[src/rtl/assert_macros.svh]
// Assertion macros used by the chunked body decoder RTL.
// Each macro expects clk and rst_n to be visible at the point of use.
`ifndef ASSERT_MACROS_SVH
`define ASSERT_MACROS_SVH

// Checks that a condition holds at every clock edge outside reset.
`define HCBD_ASSERT_ALWAYS(label, cond) \
  label: assert property (@(posedge clk) disable iff (!rst_n) (cond)) \
    else $error("hcbd assertion failed: invariant");

// Checks that a trigger is followed in the next clock cycle by a consequence.
`define HCBD_ASSERT_NEXT(label, trig, cons) \
  label: assert property (@(posedge clk) disable iff (!rst_n) (trig) |=> (cons)) \
    else $error("hcbd assertion failed: sequence");

`endif

[src/rtl/hcbd_pkg.sv]
// Package for the HTTP chunked body decoder: widths, phase codes, result type
// and the hex digit decoder. No dependencies.
`default_nettype none

package hcbd_pkg;

  // Width of the chunk size counter; a size needing more bits is an error.
  localparam int SizeBits = 32;

  localparam logic [7:0] ChCr = 8'h0d;
  localparam logic [7:0] ChLf = 8'h0a;

  // Decoder phase.
  typedef enum logic [2:0] {
    PH_SIZE  = 3'd0,
    PH_SKIP1 = 3'd1,
    PH_DATA  = 3'd2,
    PH_TERM  = 3'd3,
    PH_DONE  = 3'd4,
    PH_ERROR = 3'd5
  } hcbd_phase_t;

  // One result transaction.
  typedef struct packed {
    logic [7:0] data_byte;
    logic       data_valid;
    logic       chunk_end;
    logic       body_done;
    logic       format_error;
  } hcbd_result_t;

  // Decoded hex digit: valid flag and 4-bit value.
  typedef struct packed {
    logic       is_hex;
    logic [3:0] value;
  } hcbd_hex_t;

  function automatic hcbd_hex_t hex_decode(input logic [7:0] c);
    hcbd_hex_t h;
    h.is_hex = 1'b1;
    h.value  = 4'd0;
    if (c inside {[8'h30:8'h39]}) begin
      h.value = c[3:0];
    end else if (c inside {[8'h61:8'h66], [8'h41:8'h46]}) begin
      // Letters a-f and A-F share the low three bits: 1..6 maps to 10..15.
      h.value = 4'(c[2:0]) + 4'd9;
    end else begin
      h.is_hex = 1'b0;
    end
    return h;
  endfunction

endpackage

`default_nettype wire

[src/rtl/http_chunked_body_decoder_unit.sv]
// HTTP chunked body decoder: each input transaction passes through the input register
// and the result register; one input byte accepted per cycle when the output is not stalled.
// Each byte is held in the input register until it can move on, then the parser state and the
// result register are written together. Reset (rst_n, synchronous, active low)
// empties both registers and returns the parser to a fresh size line, no error.
// Depends on hcbd_pkg, hcbd_parser, hcbd_out_reg and assert_macros.svh.
`default_nettype none

`include "assert_macros.svh"

module http_chunked_body_decoder_unit (
  input  wire logic       clk,
  input  wire logic       rst_n,
  input  wire logic       in_valid,
  output logic            in_stall,
  input  wire logic [7:0] in_byte,
  output logic            out_valid,
  input  wire logic       out_stall,
  output logic [7:0]      out_data_byte,
  output logic            out_data_valid,
  output logic            out_chunk_end,
  output logic            out_body_done,
  output logic            out_format_error
);

  logic                   s0_valid_r;
  logic [7:0]             s0_byte_r;
  logic                   adv;
  logic                   in_take;
  hcbd_pkg::hcbd_result_t cur_res;
  hcbd_pkg::hcbd_result_t out_res;

  // The held byte moves on when the result register is empty or being taken.
  assign adv      = s0_valid_r && (!out_valid || !out_stall);
  assign in_stall = s0_valid_r && !adv;
  assign in_take  = in_valid && !in_stall;

  // Input register.
  always_ff @(posedge clk) begin
    if (!rst_n) begin
      s0_valid_r <= 1'b0;
    end else if (in_take) begin
      s0_valid_r <= 1'b1;
    end else if (adv) begin
      s0_valid_r <= 1'b0;
    end
  end

  always_ff @(posedge clk) begin
    if (in_take) begin
      s0_byte_r <= in_byte;
    end
  end

  hcbd_parser u_parser (
    .clk     (clk),
    .rst_n   (rst_n),
    .adv     (adv),
    .in_byte (s0_byte_r),
    .res     (cur_res)
  );

  hcbd_out_reg u_out_reg (
    .clk       (clk),
    .rst_n     (rst_n),
    .load      (adv),
    .res_in    (cur_res),
    .out_stall (out_stall),
    .out_valid (out_valid),
    .res_out   (out_res)
  );

  assign out_data_byte    = out_res.data_byte;
  assign out_data_valid   = out_res.data_valid;
  assign out_chunk_end    = out_res.chunk_end;
  assign out_body_done    = out_res.body_done;
  assign out_format_error = out_res.format_error;

  // A chunk end is always a payload byte.
  `HCBD_ASSERT_ALWAYS(a_chunk_end_is_data, !(out_valid && out_chunk_end && !out_data_valid))
  // No payload passes once a format error has been raised.
  `HCBD_ASSERT_ALWAYS(a_no_data_after_error, !(out_valid && out_format_error && out_data_valid))
  // The input side only stalls while a byte is held.
  `HCBD_ASSERT_ALWAYS(a_stall_needs_byte, !(in_stall && !s0_valid_r))
  // Once the body is done, every later result also reports it.
  `HCBD_ASSERT_NEXT(a_done_sticky, adv && cur_res.body_done, cur_res.body_done)

endmodule

`default_nettype wire

[src/rtl/hcbd_parser.sv]
// Framing parser of the chunked body decoder: holds the parse state and
// computes one result per byte. Depends on hcbd_pkg.
`default_nettype none

module hcbd_parser (
  input  wire logic                  clk,
  input  wire logic                  rst_n,
  input  wire logic                  adv,
  input  wire logic [7:0]            in_byte,
  output hcbd_pkg::hcbd_result_t     res
);

  hcbd_pkg::hcbd_phase_t             phase_r, phase_nxt;
  logic [hcbd_pkg::SizeBits-1:0]     remaining_r, remaining_nxt;
  logic                              digit_seen_r, digit_seen_nxt;
  logic                              skip_line_r, skip_line_nxt;
  logic [1:0]                        skip_count_r, skip_count_nxt;
  logic                              error_r, error_nxt;
  hcbd_pkg::hcbd_hex_t               hex;
  logic                              is_eol;
  logic                              size_full;

  assign hex       = hcbd_pkg::hex_decode(in_byte);
  assign is_eol    = (in_byte == hcbd_pkg::ChCr) || (in_byte == hcbd_pkg::ChLf);
  // Another digit would push a set bit past the top of the counter.
  assign size_full = |remaining_r[hcbd_pkg::SizeBits-1 -: 4];

  // Next state for the current byte.
  always_comb begin
    phase_nxt      = phase_r;
    remaining_nxt  = remaining_r;
    digit_seen_nxt = digit_seen_r;
    skip_line_nxt  = skip_line_r;
    skip_count_nxt = skip_count_r;
    error_nxt      = error_r;
    case (phase_r)
      hcbd_pkg::PH_SIZE: begin
        if (is_eol) begin
          if (!digit_seen_r) begin
            error_nxt = 1'b1;
            phase_nxt = hcbd_pkg::PH_ERROR;
          end else if (remaining_r == '0) begin
            phase_nxt = hcbd_pkg::PH_DONE;
          end else begin
            phase_nxt = hcbd_pkg::PH_SKIP1;
          end
        end else if (!skip_line_r) begin
          if (!hex.is_hex) begin
            skip_line_nxt = 1'b1;
          end else if (size_full) begin
            error_nxt = 1'b1;
            phase_nxt = hcbd_pkg::PH_ERROR;
          end else begin
            remaining_nxt  = {remaining_r[hcbd_pkg::SizeBits-5:0], hex.value};
            digit_seen_nxt = 1'b1;
          end
        end
      end
      hcbd_pkg::PH_SKIP1: begin
        phase_nxt = hcbd_pkg::PH_DATA;
      end
      hcbd_pkg::PH_DATA: begin
        remaining_nxt = remaining_r - 1'b1;
        if (remaining_r == hcbd_pkg::SizeBits'(1)) begin
          phase_nxt      = hcbd_pkg::PH_TERM;
          skip_count_nxt = 2'd2;
        end
      end
      hcbd_pkg::PH_TERM: begin
        skip_count_nxt = skip_count_r - 2'd1;
        if (skip_count_nxt == 2'd0) begin
          // Start a fresh size line.
          phase_nxt      = hcbd_pkg::PH_SIZE;
          remaining_nxt  = '0;
          digit_seen_nxt = 1'b0;
          skip_line_nxt  = 1'b0;
        end
      end
      default: begin
      end
    endcase
  end

  // Result fields for the current byte.
  always_comb begin
    res.data_byte    = 8'd0;
    res.data_valid   = 1'b0;
    res.chunk_end    = 1'b0;
    if (phase_r == hcbd_pkg::PH_DATA) begin
      res.data_byte  = in_byte;
      res.data_valid = 1'b1;
      res.chunk_end  = (remaining_r == hcbd_pkg::SizeBits'(1));
    end
    res.body_done    = (phase_nxt == hcbd_pkg::PH_DONE);
    res.format_error = error_nxt;
  end

  // State advances only when the byte moves on to the result register.
  always_ff @(posedge clk) begin
    if (!rst_n) begin
      phase_r      <= hcbd_pkg::PH_SIZE;
      remaining_r  <= '0;
      digit_seen_r <= 1'b0;
      skip_line_r  <= 1'b0;
      skip_count_r <= 2'd0;
      error_r      <= 1'b0;
    end else if (adv) begin
      phase_r      <= phase_nxt;
      remaining_r  <= remaining_nxt;
      digit_seen_r <= digit_seen_nxt;
      skip_line_r  <= skip_line_nxt;
      skip_count_r <= skip_count_nxt;
      error_r      <= error_nxt;
    end
  end

endmodule

`default_nettype wire

[src/rtl/hcbd_out_reg.sv]
// Result register of the chunked body decoder with valid/stall handshake.
// Depends on hcbd_pkg.
`default_nettype none

module hcbd_out_reg (
  input  wire logic                  clk,
  input  wire logic                  rst_n,
  input  wire logic                  load,
  input  wire hcbd_pkg::hcbd_result_t res_in,
  input  wire logic                  out_stall,
  output logic                       out_valid,
  output hcbd_pkg::hcbd_result_t     res_out
);

  logic                   valid_r;
  hcbd_pkg::hcbd_result_t res_r;

  // Valid is set on load and cleared once the transaction is taken.
  always_ff @(posedge clk) begin
    if (!rst_n) begin
      valid_r <= 1'b0;
    end else if (load) begin
      valid_r <= 1'b1;
    end else if (!out_stall) begin
      valid_r <= 1'b0;
    end
  end

  // Payload holds while stalled.
  always_ff @(posedge clk) begin
    if (load) begin
      res_r <= res_in;
    end
  end

  assign out_valid = valid_r;
  assign res_out   = res_r;

endmodule

`default_nettype wire

[config.mk]
export PLATFORM = sky130hd
export DESIGN_NAME = http_chunked_body_decoder_unit
export DESIGN_NICKNAME = d
export VERILOG_FILES = /design/src/rtl/hcbd_pkg.sv /design/src/rtl/http_chunked_body_decoder_unit.sv /design/src/rtl/hcbd_parser.sv /design/src/rtl/hcbd_out_reg.sv
export VERILOG_INCLUDE_DIRS = /design/src /design/src/rtl
export SDC_FILE = /design/constraint.sdc
export NUM_CORES = 1
export LEC_CHECK = 0
export ABC_AREA = 1
export BUFFER_PORTS_ARGS = -buffer_cell sky130_fd_sc_hd__buf_2
export CAP_MARGIN = 10
export CORE_AREA = 2 2 107 109
export DETAILED_ROUTE_END_ITERATION = 10
export DIE_AREA = 0 0 109 111
export PLACE_DENSITY = 0.59
export SETUP_SLACK_MARGIN = 0.3
export SYNTH_ARGS = -nofsm -noshare
export SYNTH_HDL_FRONTEND = slang
export SYNTH_HIERARCHICAL = 1
export SYNTH_SLANG_ARGS = --single-unit
[constraint.sdc]
create_clock -name clk -period 7.6 [get_ports clk]
set_clock_uncertainty 0.2 [all_clocks]
set_input_delay 2.28 -clock clk [delete_from_list [all_inputs] [get_ports clk]]
set_output_delay 2.28 -clock clk [all_outputs]
set_load 0.01 [all_outputs]
**Word-level counts from Yosys, hierarchy flattened**

Cells that the tools add are included.

- Order comparisons: 6
- Muxes and demuxes: 42
- Eq/ne operators: 14
- Add/subtract/negate cells: 3
- Reduce and logical (&&, ||, !) cells: 25

Operators with widths:

| cell | count |
|---|---|
| $mux 32 | 5 |
| $pmux 32 s3 | 1 |
| $eq 32x1->1 const B | 1 |
| $logic_not 32->1 | 1 |
| $sub 32x1->32 const B | 1 |
| $mux 3 | 8 |
| $mux 1 | 20 |
| $eq 8x4->1 const B | 2 |
| $ge 8x7->1 const B | 2 |
| $le 8x7->1 const B | 2 |
| $reduce_and 7->1 | 2 |
| $pmux 3 s4 | 1 |
| $ge 8x6->1 const B | 1 |
| $le 8x6->1 const B | 1 |
| $mux 4 | 2 |
| $ne 2x1->1 const B | 4 |
| $reduce_bool 2->1 | 4 |
| $eq 3x2->1 const B | 2 |
| $logic_and 1x1->1 | 6 |
| $ne 2x2->1 const B | 3 |
| $add 3x4->4 const B | 1 |
| $logic_not 1->1 | 4 |
| $mux 2 | 2 |
| $pmux 1 s2 | 2 |
| 11 further kinds | 12 |

- Output and inout bits: 14
- Register bits after elaboration: 62
- Bits of input ports: 12

**Logic depth before layout (Yosys ltp)**

Gate-level depths: netlist of run 1.

- Word-level depth: 10
- Gate-level depth with buffers: 13
- Gate-level depth less buffers: 13

**Modules after synthesis**

Netlist of run 1, hierarchy kept.

Modules (own cells, without submodules):

| module | area each (um2) | seq. area each (um2) | times used | cells each |
|---|---|---|---|---|
| hcbd_parser | 3037.9 | 800.8 | 1 | 506 |
| hcbd_out_reg | 400.4 | 380.4 | 1 | 17 |
| http_chunked_body_decoder_unit | 306.5 | 260.2 | 1 | 18 |

**Worst setup path before layout of run 1**

No wires, ideal clock.

- Path type: input -> output
- Start point: input out_stall
- End point: output in_stall
- Stages: 2
- Slack: 2663 ps
- Arrival time: 2457 ps
- Required time: 5120 ps
- Cell sequence: nand3_2 > inv_1

- Cells in the longest elaborated chain, start to end: 5

Ends and longest elaborated chain:

| item | line | RTL |
|---|---|---|
| start: declaration | http_chunked_body_decoder_unit.sv:18 | `input wire logic out_stall,` |
| $logic_not 1->1 | n/a |  |
| $logic_or 1x1->1 | http_chunked_body_decoder_unit.sv:34 | `assign adv = s0_valid_r && (!out_valid \|\| !out_stall);` |
| $logic_and 1x1->1 | http_chunked_body_decoder_unit.sv:34 |  |
| $logic_not 1->1 | http_chunked_body_decoder_unit.sv:35 | `assign in_stall = s0_valid_r && !adv;` |
| $logic_and 1x1->1 | http_chunked_body_decoder_unit.sv:35 |  |
| end: declaration | http_chunked_body_decoder_unit.sv:15 | `output logic in_stall,` |

No other way between the ends.

**Worst setup path after layout of run 1**

Same ends and word-level chain as after synthesis.

==> impl_results.md, run 1 <==
* Most frequent cells after synthesis: 122 x nor2_1, 81 x nand2_1, 56 x inv_1
* Fin area at 4300 µm²
* Outcome: finished clean
* Main flop type after synthesis: dfxtp_1
* Tmin final at between 5000 and 6000 ps
* Fin crit share at 0.678
* IO Count at 26
* CTS tree: built
* DR vias/cell at 4.92
* Gr usage total at 0.164
* First-pass GRT wire length at 16000 µm
* Width of the die at 109 µm
* Min Hold Slack at between 200 and 300 ps
* Drt pass-1 iters at 4
* Multi-input logic area at 1990 µm²
* Syn avg cell area at approximately 6.9 µm²
* Pint at 0.769 mW
* Power per Cell Area at approximately 260 nW/µm²
* Post-DR wirelength/cell at 12.9 µm
* CTS Hold Bufs at 0
* Die area at 12100 µm²
* Peak VDD IR at 97.6 µV
* Dpl hpwl at 6160 µm
* Diodes inserted at 0
* Endpoint class of the critical path: output port
* Vias post-DR at around 3500
* Clk Latency, worst-skew pair at 330 ps
* Global route overflow at 0
* Synth top area cells: dfxtp_1 22%, edfxtp_1 16%, nor2_1 12%
* Setup violations, final at 0
* Sw Pwr at 0.342 mW
* Fmax at between 150 and 200 MHz
* Clock power frac at 0.417
* Type of the tightest min-delay check: register to register
* Yosys warns at 6
* Initial antenna violation count at 0
* Sequential Area at between 1000 and 1500 µm²
* FP Rows at 39
* Critical Path Start Type: input port
* Area leader, netlist: dfxtp_1
* Worst Path Required at roughly 5000 ps
* Number of synthesized flops with an enable pin at 20
* CTS max path bufs at 2
* Distinct cell type count of the synthesized netlist at 33
* Max-slew violation count at 0
* Synthesized cell area at 3740 µm²
* Port buffer count at 25
* CP Class: input port to output port
* Post-route antenna net violation count at 0
* Reg power frac at 0.342
* Total CTS buffers at 9
* Largest net degree at the start of global routing at 41
* DP Area at 3970 µm²
* Area share of and/or/nand/nor cells after synthesis at 0.313
* Max_cap viols at 0
* Yosys top cell area share at 0.225
* Setup bufs post-CTS at 0
* Fillers at 1166
* Sequential share of the synthesized area at 0.385
* Initial core utilization at 0.338
* CTS Sinks at 62
* Core area at 11100 µm²
* Slew HR at 0.457
* Vias in the first global route at approximately 3400
* CP arrival at 2670 ps
* Final WL at 9160 µm
* Die H at 111 µm
* Placed Cells at 693
* Switch share at 0.308
* Static Leakage at 1.97 nW
* Crit Path Max Fanout at 3
* Nets at 580
* Setup TNS at 0 ps
* Non-Filler Instances at 709
* Compound-Gate Fraction of Synth Area at 0.169
* RSZ-0062 raised after global routing: no
* Clk root buf: clkbuf_16
* Fin. Hold Viols at 0
* Largest family of logic cells by synthesized area: simple AND/OR/NAND/NOR gates
* Layout cells sized above 1 at 0.131
* Combinational power share at 0.241
* Mapped Nets at 560
* Count leader, synth: nor2_1
* Worst Tran Pin Value at 813 ps
* Area share of xor/xnor cells in the synthesized design at 0.0234
* H-tree depth at 3
* Post-cts gate resize count at 0
* Synth Instances at 541
* GPL Wtd Cong at 0.838
* Post-synth ARST share at 0
* FF+latch count, synth at 62
* Clk slew on worst S/H paths at 50 ps
* Mux share of post-synthesis cell area at 0
* Area Overhead vs Synth at 14.9%
* DRC at 0
* DRT iter0 DRCs at 262
* Synth Area in Adders at 0.0234
metal layers:
layer	global-route usage	wire length [µm]	vias to the layer above
met5	0	0	-
met4	0.0957	216	0
met3	0.0282	337	15
met2	0.253	4270	61
met1	0.214	4340	1595
li1	-	-	1820
power by group through the flow:
stage	combinational [mW]	sequential (mW)	clock, mW
2_1_floorplan	0.210	0.383	0
4_1_cts	0.266	0.380	0.474
5_1_grt	0.310	0.383	0.487
3_5_place_dp	0.264	0.386	0
6_report	0.268	0.380	0.463
3_3_place_gp	0.260	0.386	0
through the flow:
step | utilization | worst slack (ps) | power [mW]
global placement | 0.359 | 2450 | 0.646
floorplan | - | 2660 | 0.593
finish | 0.388 | 2450 | 1.11
CTS | 0.388 | 2440 | 1.12
global route | 0.388 | 2400 | 1.18
detailed placement | 0.359 | 2440 | 0.651
path summary, 6_finish.rpt:
check	start	to	slack [ps]	cells after the start
worst max-delay path	out_stall	in_stall	2450	4
worst min-delay path	u_parser/skip_count_r[1]	u_parser/skip_count_r[1]	270	2
worst max register to register	u_parser/phase_r[1]	u_parser/remaining_r[14]	4470	8
worst min register to register	u_parser/skip_count_r[1]	u_parser/skip_count_r[1]	270	2
registers in the layout, summed over array words and instances (netlist names):
register,cells
u_parser/phase_r,3
u_parser/skip_count_r,2
u_out_reg/out_valid,1
u_parser/digit_seen_r,1
u_parser/remaining_r,32
s0_valid_r,1
u_out_reg/res_out,12
u_parser/skip_line_r,1
u_parser/error_r,1
s0_byte_r,8
critical path, stage by stage:
cell and delay, ps:
buf_2 110, nand3_2 100, inv_1 60, buf_2 120
cell usage in the layout, fill, tap and decap left out, drive strengths merged:
cell / count
inv: 60
clkbuf: 11
o22ai: 7
or2: 3
edfxtp: 20
o21ai: 66
a21oi: 37
nand3: 42
nand2: 86
a22oi: 1
bufinv: 3
dfxtp: 42
xor2: 9
a31oi: 1
nand4: 12
ha: 7
nor3: 3
clkinv: 2
xnor2: 1
nor2: 125
nand3b: 1
buf: 27
kinds of logic after synthesis:
logic type / Yosys count
and+or+nand+nor: 272
DFF: 62
AOI/OAI and AO/OA: 112
buffers and inverters: 78
adders and majority gates: 7
xor gates and xnor gates: 10
area by class of cell:
cell class,count,share of cell area
Clock inverter,5,0.0230
Sequential cell,62,0.335
Inverter,60,0.0523
Timing Repair Buffer,27,0.0326
Tap cell,143,0.0416
Clock buffer,11,0.0541
Multi-Input combinational cell,401,0.461
No activity file was read; power rests on OpenSTA's default activity.
==> inputs of run 2 (changes only) <==
==> constraint.sdc (replaced) <==
create_clock -name clk -period 5.3 [get_ports clk]
set_clock_uncertainty 0.2 [all_clocks]
set_input_delay 1.59 -clock clk [delete_from_list [all_inputs] [get_ports clk]]
set_output_delay 1.59 -clock clk [all_outputs]
set_load 0.01 [all_outputs]
==> run 2 against run 1 <==
Net effect:
- critical path depth stayed put
- global-route usage hardly changed
- worst setup slack worse by 920 ps
- clock power up 45%
==> impl_results.md, run 2 (same netlist as run 1, synthesis figures left out) <==
* Outcome: finished clean (unchanged)
* Worst Path Required at 3510 ps (was 5120 ps)
* Clock power frac at 0.420 (was 0.417)
* Post-cts gate resize count at 0 (unchanged)
* Switch share at 0.311 (was 0.308)
* CTS tree: built (unchanged)
* Drt pass-1 iters at 5 (was 4)
* Commonest non-fill, non-tap cell in the layout: nor2_1 (unchanged)
* Core area at 11100 µm² (unchanged)
* Max-slew violation count at 0 (unchanged)
* Nets at 580 (unchanged)
* DR vias/cell at 4.94 (was 4.92)
* RSZ-0062 raised after global routing: no (unchanged)
* Max_cap viols at 0 (unchanged)
* CTS Hold Bufs at 0 (unchanged)
* Die H at 111 µm (unchanged)
* Power per Cell Area at 371 nW/µm² (was 258 nW/µm²)
* Type of the tightest min-delay check: register to register (unchanged)
* Slew HR at 0.427 (was 0.457)
* Vias post-DR at 3505 (was 3491)
* Area Overhead vs Synth at 15.1% (was 14.9%)
* First-pass GRT wire length at 15800 µm (was 16000 µm)
* Final WL at 9100 µm (was 9160 µm)
* DRT iter0 DRCs at 258 (was 262)
* Initial core utilization at 0.338 (unchanged)
* CTS Sinks at 62 (unchanged)
* Peak VDD IR at 126 µV (was 97.6 µV)
* CP Class: input port to output port (unchanged)
* Most flops, register: u_parser/remaining_r (unchanged)
* Fin area at 4310 µm² (was 4300 µm²)
* Fin. Hold Viols at 0 (unchanged)
* FP Rows at 39 (unchanged)
* Setup bufs post-CTS at 0 (unchanged)
* GPL Wtd Cong at 0.826 (was 0.838)
* Dpl hpwl at 6160 µm (about the same)
* Setup TNS at 0 ps (unchanged)
* Die area at 12100 µm² (unchanged)
* Clk Latency, worst-skew pair at 340 ps (was 330 ps)
* Commonest cells after routing, fill and taps aside: 122 x nor2_1, 81 x nand2_1, 56 x inv_1, 46 x o21ai_0, 42 x dfxtp_1 (unchanged)
* Post-route antenna net violation count at 0 (unchanged)
* Tmin final at 3770 ps
* Setup violations, final at 0 (unchanged)
* Layout cells sized above 1 at 0.134 (was 0.131)
* Width of the die at 109 µm (unchanged)
* Fmax at 265 MHz
* IO Count at 26 (unchanged)
* DRC at 0 (unchanged)
* Pint at 1.10 mW (was 0.769 mW)
* Combinational power share at 0.240 (was 0.241)
* Clk root buf: clkbuf_16 (unchanged)
* Reg power frac at 0.340 (was 0.342)
* Largest net degree at the start of global routing at 41 (unchanged)
* Initial antenna violation count at 0 (unchanged)
* DP Area at 3970 µm² (unchanged)
* Critical Path Start Type: input port (unchanged)
* Total CTS buffers at 9 (unchanged)
* Static Leakage at 1.97 nW (about the same)
* Port buffer count at 25 (unchanged)
* Vias in the first global route at 3367 (was 3427)
* Fin crit share at 0.712
* Endpoint class of the critical path: output port (unchanged)
* Gr usage total at 0.164 (about the same)
* Diodes inserted at 0 (unchanged)
* Worst Tran Pin Value at 857 ps (was 813 ps)
* Max FFs per register at 32 (unchanged)
* H-tree depth at 3 (unchanged)
* Sw Pwr at 0.497 mW (was 0.342 mW)
* Post-DR wirelength/cell at 12.8 µm (was 12.9 µm)
* Crit Path Max Fanout at 3 (unchanged)
* CP arrival at 1980 ps (was 2670 ps)
* CTS max path bufs at 2 (unchanged)
* Min Hold Slack at 262 ps (was 272 ps)
* Global route overflow at 0 (unchanged)
* Clk slew on worst S/H paths at 50 ps (about the same)
==> run 2: cell types whose count changed in the layout (fill, tap and decap cells not counted), sizes merged <==
cell      change
clkinvlp      +2
clkinv        -1
clkbuf        -1
==> run 2: cell type report <==
| class | instances | area [µm²] |
|---|---|---|
| inverters | 60 | 225 |
| fillers | 1129 | 6770 |
| flip-flops and latches | 62 | 1440 |
| multi-input cells | 401 | 1990 |
| well taps | 143 | 179 |
| clock buffers | 10 | 229 |
| repair buffers | 27 | 140 |
| clock inverters | 6 | 110 |
==> run 2: critical path, cell delays in order <==
cell	delay, ps
buf_2	110
nand3_2	100
inv_1	60
buf_2	120
==> run 2: power groups by stage <==
stage	logic [mW]	registers, mW	clock network, mW
after floorplan	0.301	0.549	0
after global placement	0.374	0.553	0
after detailed placement	0.378	0.554	0
after CTS	0.380	0.544	0.685
after global routing	0.442	0.549	0.707
final	0.384	0.545	0.672
==> run 2: worst paths after layout <==
kind	from	to	slack, ps	depth (start not counted)
setup / recovery	out_stall	in_stall	1530	4
hold / removal	u_parser/skip_count_r[1]	u_parser/skip_count_r[1]	260	2
setup reg to reg	u_parser/phase_r[1]	u_parser/remaining_r[4]	2120	8
hold reg to reg	u_parser/skip_count_r[1]	u_parser/skip_count_r[1]	260	2
==> run 2: through the flow <==
step           cells  worst slack [ps]   util  power, mW
2_1_floorplan    541              1700      -      0.851
3_3_place_gp     693              1530  0.359      0.927
3_5_place_dp     693              1520  0.359      0.932
4_1_cts          709              1520  0.389       1.61
5_1_grt          709              1480  0.389       1.70
6_report         709              1530  0.389       1.60
==> run 2: per-layer routing <==
metal  routed length (µm)  vias up  track usage
li1                     -     1823            -
met1                 4350     1601        0.217
met2                 4200       67        0.251
met3                  370       14       0.0382
met4                  187        0       0.0752
met5                    0        -            0
